**config.mk**
```make
export PLATFORM = sky130hd
export DESIGN_NAME = emoji_backspace_span_flat
export DESIGN_NICKNAME = d
export VERILOG_FILES = /design/src/rtl/ebs_pkg.sv /design/src/rtl/ebs_item_if.sv /design/src/rtl/ebs_result_if.sv /design/src/rtl/ebs_step.sv /design/src/rtl/emoji_backspace_span.sv /design/src/flat_wrapper.sv
export SDC_FILE = /design/constraint.sdc
export NUM_CORES = 1
export LEC_CHECK = 0
export ABC_AREA = 1
export BUFFER_PORTS_ARGS = -buffer_cell sky130_fd_sc_hd__buf_2
export CAP_MARGIN = 10
export CORE_ASPECT_RATIO = 1.1
export CORE_UTILIZATION = 40
export DETAILED_ROUTE_END_ITERATION = 10
export GPL_ROUTABILITY_DRIVEN = 0
export SLEW_MARGIN = 20
export SYNTH_ARGS = -nofsm -noshare
export SYNTH_HDL_FRONTEND = slang
export SYNTH_SLANG_ARGS = --single-unit
export TNS_END_PERCENT = 10
```
**constraint.sdc**
```tcl
create_clock -name clk_i -period 3.5 [get_ports clk_i]
set_input_delay 0.175 -clock clk_i [delete_from_list [all_inputs] [get_ports clk_i]]
set_output_delay 0.175 -clock clk_i [all_outputs]
set_load 0.02 [all_outputs]
```
**src/rtl/ebs_pkg.sv**
```systemverilog
// ----------------------------------------------------------------------------
// ebs_pkg: shared types and constants
// State encoding, code point constants and the input item type of the
// backspace span finder.
// ----------------------------------------------------------------------------
package ebs_pkg;

  localparam int unsigned CpW    = 21;
  localparam int unsigned UnitsW = 10;

  typedef enum logic [3:0] {
    ST_START       = 4'd0,
    ST_LF          = 4'd1,
    ST_KEYCAP      = 4'd2,
    ST_VS_KEYCAP   = 4'd3,
    ST_MODIFIER    = 4'd4,
    ST_VS_MODIFIER = 4'd5,
    ST_VS          = 4'd6,
    ST_EMOJI       = 4'd7,
    ST_ZWJ         = 4'd8,
    ST_VS_ZWJ      = 4'd9,
    ST_ODD_RIS     = 4'd10,
    ST_EVEN_RIS    = 4'd11,
    ST_TAG         = 4'd12,
    ST_FINISHED    = 4'd13
  } scan_state_e;

  localparam logic [CpW-1:0] CpRisFirst  = 21'h1F1E6;
  localparam logic [CpW-1:0] CpRisLast   = 21'h1F1FF;
  localparam logic [CpW-1:0] CpKeycap    = 21'h020E3;
  localparam logic [CpW-1:0] CpZwj       = 21'h0200D;
  localparam logic [CpW-1:0] CpCancelTag = 21'hE007F;
  localparam logic [CpW-1:0] CpTagFirst  = 21'hE0020;
  localparam logic [CpW-1:0] CpTagLast   = 21'hE007E;
  localparam logic [CpW-1:0] CpExtBaseA  = 21'h1F91D;
  localparam logic [CpW-1:0] CpExtBaseB  = 21'h1F93C;
  localparam logic [CpW-1:0] CpLf        = 21'h0000A;
  localparam logic [CpW-1:0] CpCr        = 21'h0000D;
  localparam logic [CpW-1:0] CpSuppStart = 21'h10000;
  localparam logic [CpW-1:0] CpDigit0    = 21'h00030;
  localparam logic [CpW-1:0] CpDigit9    = 21'h00039;
  localparam logic [CpW-1:0] CpHash      = 21'h00023;
  localparam logic [CpW-1:0] CpStar      = 21'h0002A;

  typedef struct packed {
    logic [CpW-1:0] code_point;
    logic           begin_search;
    logic           at_text_start;
    logic           prop_emoji;
    logic           prop_emoji_modifier;
    logic           prop_modifier_base;
    logic           prop_variation_selector;
    logic           prop_ccc_zero;
  } item_t;

endpackage

```
**src/rtl/ebs_item_if.sv**
```systemverilog
// ----------------------------------------------------------------------------
// ebs_item_if: code point channel
// Valid/ready channel carrying one code point and its property flags.
// ----------------------------------------------------------------------------
interface ebs_item_if import ebs_pkg::*; ();
  logic           valid;
  logic           ready;
  logic [CpW-1:0] code_point;
  logic           begin_search;
  logic           at_text_start;
  logic           prop_emoji;
  logic           prop_emoji_modifier;
  logic           prop_modifier_base;
  logic           prop_variation_selector;
  logic           prop_ccc_zero;

  modport source (
    output valid, code_point, begin_search, at_text_start, prop_emoji,
           prop_emoji_modifier, prop_modifier_base, prop_variation_selector,
           prop_ccc_zero,
    input  ready
  );

  modport sink (
    input  valid, code_point, begin_search, at_text_start, prop_emoji,
           prop_emoji_modifier, prop_modifier_base, prop_variation_selector,
           prop_ccc_zero,
    output ready
  );
endinterface

```
**src/rtl/ebs_result_if.sv**
```systemverilog
// ----------------------------------------------------------------------------
// ebs_result_if: delete span channel
// Valid/ready channel carrying the UTF-16 unit count to delete.
// ----------------------------------------------------------------------------
interface ebs_result_if import ebs_pkg::*; ();
  logic              valid;
  logic              ready;
  logic [UnitsW-1:0] delete_units;
  logic              overflowed;

  modport source (
    output valid, delete_units, overflowed,
    input  ready
  );

  modport sink (
    input  valid, delete_units, overflowed,
    output ready
  );
endinterface

```
**src/rtl/ebs_step.sv**
```systemverilog
// ----------------------------------------------------------------------------
// ebs_step: backspace state machine step
// Next state, unit count and selector width for one code point, plus the
// flag that a span is complete.
// ----------------------------------------------------------------------------
module ebs_step import ebs_pkg::*; #(
  parameter int unsigned COUNT_MAX = 1023,
  localparam int unsigned CW = $clog2(COUNT_MAX + 1)
) (
  input  item_t           item_i,
  input  scan_state_e     state_i,
  input  logic [CW-1:0]   count_i,
  input  logic [1:0]      sel_units_i,
  input  logic            ovf_i,
  output scan_state_e     state_o,
  output logic [CW-1:0]   count_o,
  output logic [1:0]      sel_units_o,
  output logic            ovf_o,
  output logic            emit_o
);

  localparam int unsigned SW = CW + 3;

  logic [CpW-1:0] cp;
  logic           mod_base;
  logic           is_ris;
  logic           is_kc_base;
  logic           is_tag;
  logic [1:0]     units;
  scan_state_e    cur_st;
  scan_state_e    nxt_st;
  logic [CW-1:0]  base_cnt;
  logic           base_ovf;
  logic [1:0]     base_sel;
  logic           add_en;
  logic [2:0]     add_n;
  logic [SW-1:0]  sum;
  logic           ignore;

  assign cp         = item_i.code_point;
  assign mod_base   = item_i.prop_modifier_base || cp == CpExtBaseA || cp == CpExtBaseB;
  assign is_ris     = cp >= CpRisFirst && cp <= CpRisLast;
  assign is_kc_base = (cp >= CpDigit0 && cp <= CpDigit9) || cp == CpHash || cp == CpStar;
  assign is_tag     = cp >= CpTagFirst && cp <= CpTagLast;
  assign units      = (cp >= CpSuppStart) ? 2'd2 : 2'd1;

  always_comb begin
    ignore   = 1'b0;
    cur_st   = state_i;
    base_cnt = count_i;
    base_ovf = ovf_i;
    base_sel = sel_units_i;
    if (item_i.begin_search) begin
      cur_st   = ST_START;
      base_cnt = '0;
      base_ovf = 1'b0;
      base_sel = 2'd0;
    end else if (state_i == ST_FINISHED) begin
      ignore = 1'b1;
    end

    nxt_st      = ST_FINISHED;
    add_en      = 1'b0;
    add_n       = {1'b0, units};
    count_o     = base_cnt;
    ovf_o       = base_ovf;
    sel_units_o = base_sel;

    case (cur_st)
      ST_START: begin
        count_o = '0;
        ovf_o   = 1'b0;
        add_en  = 1'b1;
        if (cp == CpLf) nxt_st = ST_LF;
        else if (item_i.prop_variation_selector) nxt_st = ST_VS;
        else if (is_ris) nxt_st = ST_ODD_RIS;
        else if (item_i.prop_emoji_modifier) nxt_st = ST_MODIFIER;
        else if (cp == CpKeycap) nxt_st = ST_KEYCAP;
        else if (item_i.prop_emoji) nxt_st = ST_EMOJI;
        else if (cp == CpCancelTag) nxt_st = ST_TAG;
      end
      ST_LF: begin
        add_en = cp == CpCr;
        add_n  = 3'd1;
      end
      ST_ODD_RIS: begin
        if (is_ris) begin
          add_en = 1'b1;
          add_n  = 3'd2;
          nxt_st = ST_EVEN_RIS;
        end
      end
      ST_EVEN_RIS: begin
        if (is_ris) begin
          count_o = (base_cnt >= CW'(2)) ? base_cnt - CW'(2) : '0;
          nxt_st  = ST_ODD_RIS;
        end
      end
      ST_KEYCAP: begin
        if (item_i.prop_variation_selector) begin
          sel_units_o = units;
          nxt_st      = ST_VS_KEYCAP;
        end else begin
          add_en = is_kc_base;
        end
      end
      ST_VS_KEYCAP: begin
        add_en = is_kc_base;
        add_n  = {1'b0, base_sel} + {1'b0, units};
      end
      ST_MODIFIER: begin
        if (item_i.prop_variation_selector) begin
          sel_units_o = units;
          nxt_st      = ST_VS_MODIFIER;
        end else if (mod_base) begin
          add_en = 1'b1;
          nxt_st = ST_EMOJI;
        end
      end
      ST_VS_MODIFIER: begin
        add_en = mod_base;
        add_n  = {1'b0, base_sel} + {1'b0, units};
      end
      ST_VS: begin
        if (item_i.prop_emoji) begin
          add_en = 1'b1;
          nxt_st = ST_EMOJI;
        end else begin
          add_en = !item_i.prop_variation_selector && item_i.prop_ccc_zero;
        end
      end
      ST_EMOJI: begin
        if (cp == CpZwj) nxt_st = ST_ZWJ;
      end
      ST_ZWJ: begin
        if (item_i.prop_emoji) begin
          add_en = 1'b1;
          add_n  = {1'b0, units} + 3'd1;
          nxt_st = item_i.prop_emoji_modifier ? ST_MODIFIER : ST_EMOJI;
        end else if (item_i.prop_variation_selector) begin
          sel_units_o = units;
          nxt_st      = ST_VS_ZWJ;
        end
      end
      ST_VS_ZWJ: begin
        if (item_i.prop_emoji) begin
          add_en      = 1'b1;
          add_n       = {1'b0, base_sel} + {1'b0, units} + 3'd1;
          sel_units_o = 2'd0;
          nxt_st      = ST_EMOJI;
        end
      end
      ST_TAG: begin
        if (is_tag) begin
          add_en = 1'b1;
          add_n  = 3'd2;
          nxt_st = ST_TAG;
        end else if (item_i.prop_emoji) begin
          add_en = 1'b1;
        end else begin
          count_o = CW'(2);
          ovf_o   = 1'b0;
        end
      end
      default: begin
        nxt_st = ST_FINISHED;
      end
    endcase

    sum = {3'b000, count_o} + SW'(add_n);
    if (add_en) begin
      if (sum > SW'(COUNT_MAX)) begin
        count_o = CW'(COUNT_MAX);
        ovf_o   = 1'b1;
      end else begin
        count_o = sum[CW-1:0];
      end
    end

    if (item_i.at_text_start) nxt_st = ST_FINISHED;

    state_o = nxt_st;
    emit_o  = !ignore && nxt_st == ST_FINISHED;
    if (ignore) begin
      state_o     = state_i;
      count_o     = count_i;
      ovf_o       = ovf_i;
      sel_units_o = sel_units_i;
    end
  end

endmodule

```
**src/rtl/emoji_backspace_span.sv**
```systemverilog
// ----------------------------------------------------------------------------
// emoji_backspace_span: grapheme-aware backspace span finder
// Input register, state machine step and result register.
// ----------------------------------------------------------------------------
// Code points arrive walking backward from the cursor, one transfer per cycle
// when the result side keeps up. Each item is registered in the input register,
// stepped through the state machine and, if it completes a span, lands in the
// result register. The state register is the only dependency between items,
// so the sustained rate is one code point per cycle; the input stalls only
// while a pending result is not taken and the next item would produce another.
// The count saturates at COUNT_MAX and delete_units shows its low ten bits.
module emoji_backspace_span import ebs_pkg::*; #(
  parameter int unsigned COUNT_MAX = 1023
) (
  input  logic          clk_i,
  input  logic          rst_ni,
  ebs_item_if.sink      item_i,
  ebs_result_if.source  result_o
);

  localparam int unsigned CW = $clog2(COUNT_MAX + 1);

  logic              in_valid_q, in_valid_d;
  item_t             item_q;
  scan_state_e       state_q, state_d;
  logic [CW-1:0]     count_q, count_d;
  logic [1:0]        sel_q, sel_d;
  logic              ovf_q, ovf_d;
  logic              out_valid_q, out_valid_d;
  logic [UnitsW-1:0] units_q;
  logic              out_ovf_q;
  logic              emit;
  logic              out_free;
  logic              advance;
  logic              in_xfer;
  logic [CW+UnitsW-1:0] count_ext;

  ebs_step #(.COUNT_MAX(COUNT_MAX)) u_step (
    .item_i      (item_q),
    .state_i     (state_q),
    .count_i     (count_q),
    .sel_units_i (sel_q),
    .ovf_i       (ovf_q),
    .state_o     (state_d),
    .count_o     (count_d),
    .sel_units_o (sel_d),
    .ovf_o       (ovf_d),
    .emit_o      (emit)
  );

  assign out_free     = !out_valid_q || result_o.ready;
  assign advance      = in_valid_q && (out_free || !emit);
  assign item_i.ready = !in_valid_q || advance;
  assign in_xfer      = item_i.valid && item_i.ready;
  assign count_ext    = {{UnitsW{1'b0}}, count_d};

  always_comb begin
    in_valid_d = in_valid_q;
    if (in_xfer) in_valid_d = 1'b1;
    else if (advance) in_valid_d = 1'b0;
    out_valid_d = out_valid_q;
    if (advance && emit) out_valid_d = 1'b1;
    else if (result_o.ready) out_valid_d = 1'b0;
  end

  always_ff @(posedge clk_i or negedge rst_ni) begin
    if (!rst_ni) begin
      in_valid_q  <= 1'b0;
      out_valid_q <= 1'b0;
      state_q     <= ST_FINISHED;
      count_q     <= '0;
      sel_q       <= 2'd0;
      ovf_q       <= 1'b0;
    end else begin
      in_valid_q  <= in_valid_d;
      out_valid_q <= out_valid_d;
      if (advance) begin
        state_q <= state_d;
        count_q <= count_d;
        sel_q   <= sel_d;
        ovf_q   <= ovf_d;
      end
    end
  end

  always_ff @(posedge clk_i) begin
    if (in_xfer) begin
      item_q.code_point              <= item_i.code_point;
      item_q.begin_search            <= item_i.begin_search;
      item_q.at_text_start           <= item_i.at_text_start;
      item_q.prop_emoji              <= item_i.prop_emoji;
      item_q.prop_emoji_modifier     <= item_i.prop_emoji_modifier;
      item_q.prop_modifier_base      <= item_i.prop_modifier_base;
      item_q.prop_variation_selector <= item_i.prop_variation_selector;
      item_q.prop_ccc_zero           <= item_i.prop_ccc_zero;
    end
    if (advance && emit) begin
      units_q   <= count_ext[UnitsW-1:0];
      out_ovf_q <= ovf_d;
    end
  end

  assign result_o.valid        = out_valid_q;
  assign result_o.delete_units = units_q;
  assign result_o.overflowed   = out_ovf_q;

endmodule
```
**src/flat_wrapper.sv**
```systemverilog
// flat-port wrapper written by rule: the top's interface ports become plain ports
module emoji_backspace_span_flat import ebs_pkg::*;
#(
  parameter int unsigned COUNT_MAX = 1023
)
  (clk_i, rst_ni, item_i_valid, item_i_code_point, item_i_begin_search, item_i_at_text_start, item_i_prop_emoji, item_i_prop_emoji_modifier, item_i_prop_modifier_base, item_i_prop_variation_selector, item_i_prop_ccc_zero, item_i_ready, result_o_valid, result_o_delete_units, result_o_overflowed, result_o_ready);
  ebs_item_if item_i_i ();
  ebs_result_if result_o_i ();
  input  logic clk_i;
  input  logic rst_ni;
  input wire logic [$bits(item_i_i.valid)-1:0] item_i_valid;
  input wire logic [$bits(item_i_i.code_point)-1:0] item_i_code_point;
  input wire logic [$bits(item_i_i.begin_search)-1:0] item_i_begin_search;
  input wire logic [$bits(item_i_i.at_text_start)-1:0] item_i_at_text_start;
  input wire logic [$bits(item_i_i.prop_emoji)-1:0] item_i_prop_emoji;
  input wire logic [$bits(item_i_i.prop_emoji_modifier)-1:0] item_i_prop_emoji_modifier;
  input wire logic [$bits(item_i_i.prop_modifier_base)-1:0] item_i_prop_modifier_base;
  input wire logic [$bits(item_i_i.prop_variation_selector)-1:0] item_i_prop_variation_selector;
  input wire logic [$bits(item_i_i.prop_ccc_zero)-1:0] item_i_prop_ccc_zero;
  output wire logic [$bits(item_i_i.ready)-1:0] item_i_ready;
  output wire logic [$bits(result_o_i.valid)-1:0] result_o_valid;
  output wire logic [$bits(result_o_i.delete_units)-1:0] result_o_delete_units;
  output wire logic [$bits(result_o_i.overflowed)-1:0] result_o_overflowed;
  input wire logic [$bits(result_o_i.ready)-1:0] result_o_ready;
  assign item_i_i.valid = item_i_valid;
  assign item_i_i.code_point = item_i_code_point;
  assign item_i_i.begin_search = item_i_begin_search;
  assign item_i_i.at_text_start = item_i_at_text_start;
  assign item_i_i.prop_emoji = item_i_prop_emoji;
  assign item_i_i.prop_emoji_modifier = item_i_prop_emoji_modifier;
  assign item_i_i.prop_modifier_base = item_i_prop_modifier_base;
  assign item_i_i.prop_variation_selector = item_i_prop_variation_selector;
  assign item_i_i.prop_ccc_zero = item_i_prop_ccc_zero;
  assign item_i_ready = item_i_i.ready;
  assign result_o_valid = result_o_i.valid;
  assign result_o_delete_units = result_o_i.delete_units;
  assign result_o_overflowed = result_o_i.overflowed;
  assign result_o_i.ready = result_o_ready;
  emoji_backspace_span #(.COUNT_MAX(COUNT_MAX)) u_core (.clk_i(clk_i), .rst_ni(rst_ni), .item_i(item_i_i), .result_o(result_o_i));
endmodule
```
==> results_dict.tcl, run 1 <==
set metrics [dict create \
    synth_edf_count 39 \
    start_kind "register" \
    ys_warn_count 0 \
    synth-compound-area-share_pct 9.57 \
    cpPeakStageDelay_ps 500 \
    buffer_ports.inserted 44 \
    crit_path_max_fanout 7 \
    worstPathArrival_ps 3700 \
    async_reset_ff_share_pct 32.8 \
    cts_buffers 9 \
    clock-skew-final_ps 11.7 \
    dp_hpwl_um 8730 \
    maxCapViolCount 0 \
    num_io_pins 45 \
    layout_setup_ws_ps -112 \
    post-route-drc-count 0 \
    ys_ff_latch 58 \
    die_h_um 111 \
    relSlewSlack_pct 60.8 \
    crit_slowest_cell "fa_1" \
    fillers 1043 \
    ant_nets 0 \
    grt_max_degree 29 \
    grt_usage_pct 21.6 \
    crit_path_end_kind "register" \
    syn_nets 653 \
    preCtsSetupSlack_ps -193 \
    clock_sinks 58 \
    area_delta_synth_final_pct 25.6 \
    finalCritPeriodShare_pct 103 \
    grt_pass1_wl_um 18900 \
    tns_ps -1610 \
    diodes 0 \
    grt_pass1_vias 4108 \
    synth-adder-area-share_pct 2.95 \
    clock_latency_ps 330 \
    synth.avg_cell_area_um2 7.07 \
    period_minus_slack_ps 3610 \
    fp.dieW_um 101 \
    cts_tree "built" \
    path_class "register to register" \
    clk_pin_slew_ps 60 \
    syn-instance-count 612 \
    dr.pass1.iters 4 \
    row_count 39 \
    hp-class "input pin to register" \
    ys.flop_type "edfxtp_1" \
    drtIter0Drc 240 \
    initial_core_util_pct 41.5 \
    slew_viol_final 0 \
    required_ps 3590 \
    grt_overflow 0 \
    crit_buf_inv 2 \
    cts_max_path_buffers 2 \
    hold_violations 0 \
    core_mm2 0.0104 \
    fin_hold_ws_ps 21.2 \
    rsz0062_at_grt "true" \
    synth-xor-area-share_pct 1.42 \
    die-area_mm2 0.0112 \
    post_synth_and_or_nand_nor_area_fraction_pct 37.0 \
    critPathTopFamily "adder cells" \
    outcome "finished with violations" \
    syn-cell-area_mm2 0.00433 \
    tightestPinTransition_ps 587 \
    max-vdd-ir-drop_mv 0.311 \
    critical_path.cell_chain "nor2_4, nand3b_4, buf_12, fa_1, ha_1, o21ai_2, o22ai_1, a21oi_1, o2111ai_2, fa_2, a21oi_2, inv_2, nand2_4, nor2_4, nand4_4, nand2_8, nor2_2, a21oi_1" \
    max_freq_mhz 277 \
    viasPerCell 5.03 \
    synth-seq-area-share_pct 38.1 \
    synthMuxAreaShare_pct 0.231 \
    ys_types 48 \
    synth_top_family_by_area "simple AND/OR/NAND/NOR gates" \
    finalSetupViolations 20 \
    drive_gt1_share_pct 25.1 \
    power_mw 3.84 \
    htree_levels 3 \
    cts_root_buffer "clkbuf_16" \
    avgRoutedWirePerCell_um 13.4 \
    violations "setup timing" \
    nets 742 \
    wl_um 11400 \
    power_leakage_nw 2.74 \
    via_count 4271 \
    power_density_mw_per_mm2 706 \
    antenna_found_initial 0 \
]
-- flip-flops by register name (all words and copies together) (netlist names) --
| signal | count |
|---|---|
| u_core.result_o.delete_units | 10 |
| u_core.result_o.overflowed | 1 |
| u_core.state_q | 4 |
| u_core.in_valid_q | 1 |
| u_core.sel_q | 2 |
| u_core.result_o.valid | 1 |
| u_core.ovf_q | 1 |
| u_core.item_q | 28 |
| u_core.count_q | 10 |
-- Yosys cell counts, types with 3 or more instances --
library cell  number  share of area, %
nor2_2             6              0.87
clkbuf_1           3              0.26
o21ai_1           12               1.4
a21oi_1           19               2.2
o22ai_1            3              0.43
dfstp_2            3               1.8
nand4_1           11               1.6
nand3_1           54               6.2
xnor2_1            4              0.81
nand2_1          161                14
edfxtp_1          39                27
inv_1             91               7.9
o2111ai_1          3              0.61
dfrtp_1           16               9.2
nand2_2           14               2.0
a22oi_1            4              0.69
ha_1               7               2.0
inv_2             13               1.1
nor3_1            15               1.7
nor2_4             3              0.78
nor2_1            77               6.7
xor2_1             3              0.61
o21ai_0           16               1.8
-- cell usage in the layout, fill, tap and decap left out, drive strengths merged --
master and instances:
nand2 175, dlygate4sd3 1, bufinv 1, a21oi 22, dfrtp 16, dfstp 3
o21ai 30, clkbuf 10, edfxtp 39, nand4 12, nor2 87, xnor2 4
o211ai 2, fa 2, nand3b 3, clkinv 3, ha 7, o2111ai 3
nor4 1, or2 2, nand3 57, nor3 15, o21bai 1, inv 104
a22oi 4, clkinvlp 3, mux2i 1, and2 2, o31ai 2, a211oi 2
buf 86, xor2 3, o22ai 3
-- cells by family after synthesis --
| logic type | count (synthesis) |
|---|---|
| simple gates | 354 |
| buf+inv | 114 |
| compound gates | 69 |
| flops | 58 |
| fa+ha+maj | 9 |
| xor+xnor | 7 |
| mux | 1 |
-- final cells by class --
type,instances,area [µm²],share of cell area [%]
repair buffers,87,558,10.3
inverters,105,410,7.55
clock buffers,10,229,4.21
well taps,143,179,3.29
multi-input cells,440,2340,43.1
flip-flops and latches,58,1650,30.3
clock inverters,6,67.6,1.24
-- final timing paths --
| check | start | cells after the start | end | slack (ps) |
|---|---|---|---|---|
| max in group asynchronous | rst_ni | 2 | u_core.state_q[3]$_DFFE_PN1P_ | 2810 |
| worst min register to register | u_core.sel_q[1]$_DFFE_PN0P_ | 2 | u_core.sel_q[1]$_DFFE_PN0P_ | 490 |
| min in group asynchronous | rst_ni | 2 | u_core.count_q[9]$_DFFE_PN0P_ | 330 |
| worst min-delay path | item_i_at_text_start | 1 | u_core.item_q[5]$_DFFE_PP_ | 20 |
| worst max register to register | u_core.item_q[27]$_DFFE_PP_ | 18 | u_core.result_o.delete_units[1]$_DFFE_PP_ | -110 |
| worst max-delay path | u_core.item_q[27]$_DFFE_PP_ | 18 | u_core.result_o.delete_units[1]$_DFFE_PP_ | -110 |
-- power breakdown --
group	total, mW	switching (mW)	leakage (nW)	internal, mW
logic	1.83	1.18	1.99	0.645
registers	1.14	0.144	0.607	1.00
clock network	0.866	0.315	0.139	0.551
-- what timing repair did --
| action | CTS | global route |
|---|---|---|
| hold endpoints to repair | 16 | 0 |
| setup buffers | 6 | 5 |
| endpoints found under the setup margin | 21 | 50 |
| hold buffers | 1 | 0 |
| pin swaps | 12 | 16 |
| gates resized for setup | 15 | 15 |
-- per-layer routing --
metal	global-route usage, %	vias to the layer above	wire (µm)
li1	-	2158	-
met1	27.2	1974	5000
met2	36.0	115	5600
met3	3.53	24	473
met4	9.57	0	333
met5	0	-	0
-- through the flow --
| stage | instance area, µm² | std cells | utilization, % |
|---|---|---|---|
| 2_1_floorplan | 4370 | 612 | - |
| 3_3_place_gp | 4940 | 821 | 47.3 |
| 3_5_place_dp | 4940 | 821 | 47.3 |
| 4_1_cts | 5360 | 844 | 51.3 |
| 5_1_grt | 5440 | 849 | 52.1 |
| 6_report | 5440 | 849 | 52.1 |
Note: power is estimated with default switching activity, not from simulation.
==> run 2: changes to the inputs <==
--- a/config.mk
+++ b/config.mk
@@ -8,10 +8,10 @@
 export ABC_AREA = 1
 export BUFFER_PORTS_ARGS = -buffer_cell sky130_fd_sc_hd__buf_2
 export CAP_MARGIN = 10
-export CORE_ASPECT_RATIO = 1.1
 export CORE_UTILIZATION = 40
 export DETAILED_ROUTE_END_ITERATION = 10
 export GPL_ROUTABILITY_DRIVEN = 0
+export SKIP_CTS_REPAIR_TIMING = 1
 export SLEW_MARGIN = 20
 export SYNTH_ARGS = -nofsm -noshare
 export SYNTH_HDL_FRONTEND = slang
==> run 2 against run 1 <==
Effect of this change:
- sequential share of layout area down 0.79 points
- final cell count increased by 2.2%
- sequential cell count unchanged
- critical path type unchanged
- the flow still finishes with violations (setup timing)
- largest cell class unchanged
- fmax is 0.93% lower
- clock power shrank 30%
- critical endpoint is now u_core.result_o.delete_units[2]$_DFFE_PP_
- highest routed layer unchanged
==> results_dict.tcl, run 2 (synthesis results as in run 1) <==
set metrics [dict create \
    outcome "finished with violations" \
    violations "setup timing" \
    multi_input_area_mm2 0.00235 \
    area_delta_synth_final_pct 29.0 \
    grt_overflow 0 \
    hp-class "input pin to register" \
    largest_register_ffs 28 \
    fillers 1040 \
    clock_sinks 58 \
    dp_hpwl_um 8730 \
    post-route-drc-count 0 \
    finalCritPeriodShare_pct 104 \
    maxCapViolCount 0 \
    grt_pass1_wl_um 19000 \
    cts_buffers 9 \
    antenna_found_initial 0 \
    hold_violations 0 \
    viasPerCell 4.98 \
    htree_levels 3 \
    preCtsSetupSlack_ps -219 \
    final_cell_mix "nand2_1 (158), inv_1 (89), nor2_1 (68)" \
    power_leakage_nw 2.79 \
    num_io_pins 45 \
    dr.pass1.iters 5 \
    core_mm2 0.0104 \
    initial_core_util_pct 41.6 \
    slew_viol_final 0 \
    finalSetupViolations 21 \
    required_ps 3600 \
    clk_pin_slew_ps 70 \
    fin_hold_ws_ps 24.5 \
    layout_setup_ws_ps -146 \
    period_minus_slack_ps 3650 \
    wl_um 11400 \
    cts_tree "built" \
    place_area_mm2 0.00494 \
    max-vdd-ir-drop_mv 0.323 \
    path_class "register to register" \
    cts_max_path_buffers 2 \
    via_count 4324 \
    relSlewSlack_pct 59.8 \
    drtIter0Drc 243 \
    final_area_mm2 0.00558 \
    nets 768 \
    regMostFlops "u_core.item_q" \
    worstPathArrival_ps 3740 \
    clock_latency_ps 350 \
    start_kind "register" \
    ant_nets 0 \
    tightestPinTransition_ps 602 \
    crit_path_end_kind "register" \
    max_freq_mhz 274 \
    diodes 0 \
    power_density_mw_per_mm2 651 \
    grt_max_degree 29 \
    regArea_mm2 0.00165 \
    layout_commonest_cell "nand2_1" \
    clock-skew-final_ps 9.48 \
    fp.dieW_um 106 \
    die_h_um 106 \
    drive_gt1_share_pct 23.4 \
    final_util_pct 53.6 \
    die-area_mm2 0.0112 \
    tns_ps -2280 \
    grt_usage_pct 21.9 \
    cts_root_buffer "clkbuf_8" \
    avgRoutedWirePerCell_um 13.1 \
    crit_path_max_fanout 8 \
    buffer_ports.inserted 44 \
    grt_pass1_vias 4156 \
    rsz0062_at_grt "true" \
    row_count 37 \
]
==> run 2: layout make-up <==
type	instances	area share [%]
Multi-Input combinational cell	440	42.1
Timing Repair Buffer	113	14.6
Clock inverter	3	0.717
Sequential cell	58	29.6
Tap cell	136	3.05
Clock buffer	13	2.67
Inverter	105	7.31
==> run 2: final timing paths <==
| kind | start | to | slack, ps | depth (start not counted) |
|---|---|---|---|---|
| setup reg to reg | u_core.item_q[24]$_DFFE_PP_ | u_core.result_o.delete_units[2]$_DFFE_PP_ | -150 | 19 |
| hold / removal | result_o_ready | u_core.result_o.valid$_DFFE_PN0P_ | 20 | 2 |
| hold reg to reg | u_core.sel_q[1]$_DFFE_PN0P_ | u_core.sel_q[1]$_DFFE_PN0P_ | 510 | 2 |
| setup / recovery | u_core.item_q[24]$_DFFE_PP_ | u_core.result_o.delete_units[2]$_DFFE_PP_ | -150 | 19 |
| min in group asynchronous | rst_ni | u_core.count_q[9]$_DFFE_PN0P_ | 300 | 2 |
| max in group asynchronous | rst_ni | u_core.state_q[3]$_DFFE_PN1P_ | 2840 | 2 |
==> run 2: per-stage QoR <==
step / cells / total power, mW
after floorplan: 612 / 2.39
after global placement: 816 / 2.86
after detailed placement: 816 / 2.90
after CTS: 832 / 3.52
after global routing: 868 / 3.95
final: 868 / 3.63
==> run 2: layer usage <==
metal	GRT usage (%)	up-vias	wire length (µm)
met4	10.5	0	321
met2	36.7	115	5450
met1	26.5	1968	5100
li1	-	2215	-
met3	4.72	26	512
met5	0	-	0
==> run 2: power by group <==
group	leakage [nW]	total, mW	switching [mW]	internal (mW)
Sequential	0.607	1.13	0.127	0.998
Clock	0.0974	0.606	0.260	0.346
Combinational	2.08	1.90	1.21	0.697
Total	2.79	3.63	1.59	2.04
==> run 2: worst max-delay path, cell delays in order (launching register included) <==
cell	delay (ps)
edfxtp_1	430
nor2_4	160
nand3b_4	100
inv_4	80
ha_4	120
fa_1	430
ha_1	300
o21ai_2	150
o22ai_1	100
a21oi_1	160
o2111ai_2	170
fa_2	440
a21oi_2	140
inv_2	50
nand2_2	90
nor2_4	60
nand4_4	110
nand2_8	110
inv_6	120
a22oi_1	60
==> run 3: changes to the inputs <==
--- a/config.mk
+++ b/config.mk
@@ -7,13 +7,13 @@
 export LEC_CHECK = 0
 export ABC_AREA = 1
 export BUFFER_PORTS_ARGS = -buffer_cell sky130_fd_sc_hd__buf_2
-export CAP_MARGIN = 10
+export CAP_MARGIN = 0
 export CORE_UTILIZATION = 40
 export DETAILED_ROUTE_END_ITERATION = 10
 export GPL_ROUTABILITY_DRIVEN = 0
-export SKIP_CTS_REPAIR_TIMING = 1
 export SLEW_MARGIN = 20
 export SYNTH_ARGS = -nofsm -noshare
 export SYNTH_HDL_FRONTEND = slang
+export SYNTH_HIERARCHICAL = 1
 export SYNTH_SLANG_ARGS = --single-unit
 export TNS_END_PERCENT = 10
==> run 3 against run 2 <==
Effect of this change:
- the run still ends with setup timing left
- critical path type unchanged
- total power down 11%
- highest routed layer unchanged
- first-iteration DRC count up 27%
- critical path depth up 4
- sequential cell count unchanged
- clock power up 4.1%
- clock-buffer cell count down 2
- final cell count down 4.5%
- clock skew up 0.53 ps
- hold slack worse by 11 ps
==> results_dict.tcl, run 3 <==
set metrics [dict create \
    outcome "finished with violations" \
    violations "setup timing" \
    grt_overflow 0 \
    synth_area_leaders "edfxtp_1 (27%), nand2_1 (14%), dfrtp_1 (9.3%), nor2_1 (7.3%), nand3_1 (6.4%)" \
    clock_latency_ps 350 \
    final_cell_mix "nand2_1 (155), nor2_1 (76), inv_1 (64)" \
    period_minus_slack_ps 3570 \
    final_util_pct 52.0 \
    num_io_pins 45 \
    rrSetupSlack_ps -70 \
    ys_types 50 \
    max_freq_mhz 280 \
    clock-skew-final_ps 10.0 \
    worstPathArrival_ps 3800 \
    finalCritPeriodShare_pct 102 \
    buffer_ports.inserted 44 \
    dr.pass1.iters 5 \
    grt_usage_pct 21.5 \
    tns_ps -440 \
    yosysMostFrequentCell "nand2_1" \
    synth.avg_cell_area_um2 7.30 \
    fp.dieW_um 106 \
    cts_max_path_buffers 2 \
    regMostFlops "u_core/item_q" \
    crit_path_end_kind "register" \
    slew_viol_final 0 \
    syn-instance-count 591 \
    syn_nets 632 \
    dp_hpwl_um 8560 \
    cts_buffers 9 \
    path_class "register to register" \
    tightestPinTransition_ps 638 \
    preCtsSetupSlack_ps -153 \
    power_leakage_nw 2.63 \
    viasPerCell 5.19 \
    antenna_found_initial 0 \
    start_kind "register" \
    maxCapViolCount 0 \
    core_mm2 0.0104 \
    via_count 4301 \
    diodes 0 \
    clock_sinks 58 \
    die_h_um 106 \
    power_mw 3.22 \
    ys_warn_count 6 \
    grt_pass1_vias 4036 \
    relSlewSlack_pct 56.9 \
    ys.flop_type "edfxtp_1" \
    finalSetupViolations 12 \
    grt_max_degree 29 \
    largest_register_ffs 28 \
    synth_edf_count 39 \
    htree_levels 3 \
    hold_violations 0 \
    area_delta_synth_final_pct 24.9 \
    avgRoutedWirePerCell_um 13.7 \
    synth_area_leader_cell "edfxtp_1" \
    hp-class "input pin to register" \
    required_ps 3730 \
    syn-cell-area_mm2 0.00431 \
    crit_path_max_fanout 4 \
    rsz0062_at_grt "true" \
    layout_setup_ws_ps -66.9 \
    power_density_mw_per_mm2 597 \
    clk_pin_slew_ps 70 \
    initial_core_util_pct 41.6 \
    fillers 1021 \
    max-vdd-ir-drop_mv 0.289 \
    layout_commonest_cell "nand2_1" \
    ant_nets 0 \
    synth-seq-area-share_pct 38.3 \
    ys_ff_latch 58 \
    fin_hold_ws_ps 13.7 \
    synth_common_cells "nand2_1 (159), nor2_1 (84), inv_1 (65)" \
    cts_root_buffer "clkbuf_8" \
    drtIter0Drc 309 \
    post-route-drc-count 0 \
    wl_um 11400 \
    synth_top_area_share_pct 27.2 \
    grt_pass1_wl_um 18800 \
    async_reset_ff_share_pct 32.8 \
    row_count 37 \
    drive_gt1_share_pct 24.4 \
    cts_tree "built" \
    die-area_mm2 0.0112 \
    nets 729 \
]
[run 3: cell types whose count changed in the layout (fill, tap and decap cells not counted), moves of 4 or more]
cell / change
nand2_2: +7
nor2_4: -5
nor2_1: +8
nand2_4: +8
buf_4: -18
nor3_1: -5
nor3_2: +4
a21oi_1: -8
nor2_2: +7
inv_1: -25
[run 3: routing by layer]
metal  routed length, µm  global-route usage (%)  share of wire [%]
met2                5470                    35.6                 48
met4                 328                    9.92                2.9
met3                 500                    3.83                4.4
met5                   0                       0                  0
met1                5060                    27.1                 45
[run 3: layout make-up]
cell class                      instances  area (µm²)  share of cell area, %
Inverter                               76         292                   5.41
Multi-Input combinational cell        450        2410                   44.8
Clock inverter                          5        55.1                   1.02
Sequential cell                        58        1650                   30.6
Timing Repair Buffer                   93         668                   12.4
Tap cell                              136         170                   3.16
Clock buffer                           11         141                   2.62
[run 3: worst paths after layout]
path | startpoint | end | depth (start not counted)
setup / recovery | u_core/item_q[26]$_DFFE_PP_ | u_core/count_q[7]$_DFFE_PN0P_ | 23
hold / removal | item_i_code_point[5] | u_core/item_q[12]$_DFFE_PP_ | 1
setup reg to reg | u_core/item_q[26]$_DFFE_PP_ | u_core/count_q[7]$_DFFE_PN0P_ | 23
hold reg to reg | u_core/sel_q[1]$_DFFE_PN0P_ | u_core/sel_q[1]$_DFFE_PN0P_ | 2
max in group asynchronous | rst_ni | u_core/state_q[3]$_DFFE_PN1P_ | 2
min in group asynchronous | rst_ni | u_core/count_q[6]$_DFFE_PN0P_ | 2
[run 3: cell families after synthesis]
kind of cell    count (synthesis)  share of synthesized area, %
compound gates                 54                          7.66
buf+inv                        83                          8.04
xor+xnor                        6                          1.22
flops                          58                          38.3
fa+ha+maj                       9                          2.96
simple gates                  381                          41.9
[run 3: timing repair]
item,4_1_cts,5_1_grt
hold buffers,27,0
setup endpoints to repair,20,51
resized for setup,8,19
hold endpoints to repair,42,0
pin swaps,11,9
buffers inserted,1,2
[run 3: worst max-delay path, cell delays in order (launching register included)]
cell      delay (ps)
edfxtp_1         390
nor2_1           130
nand2_2           90
nor2_4           130
ha_2             190
fa_1             440
ha_1             320
o21ai_2          130
o221ai_2         100
a21oi_2          110
o211ai_1         130
ha_1             310
nand3_1           60
and2_4           170
inv_4             60
nand3_4           90
nor2_4           110
nand2_1           50
nand2_1           60
nand2_1           70
nor2_2           130
nor2_2            50
nand3_1           80
nand2_1           60
[run 3: per-stage QoR]
stage          cell area, µm²  instances
6_report                 5390        829
5_1_grt                  5390        829
2_1_floorplan            4320        591
3_5_place_dp             4810        783
4_1_cts                  5310        827
3_3_place_gp             4810        783
[run 3: report_power, final]
group / switching [mW] / internal (mW)
clock: 0.286 / 0.346
sequential: 0.125 / 0.951
combinational: 1.00 / 0.508
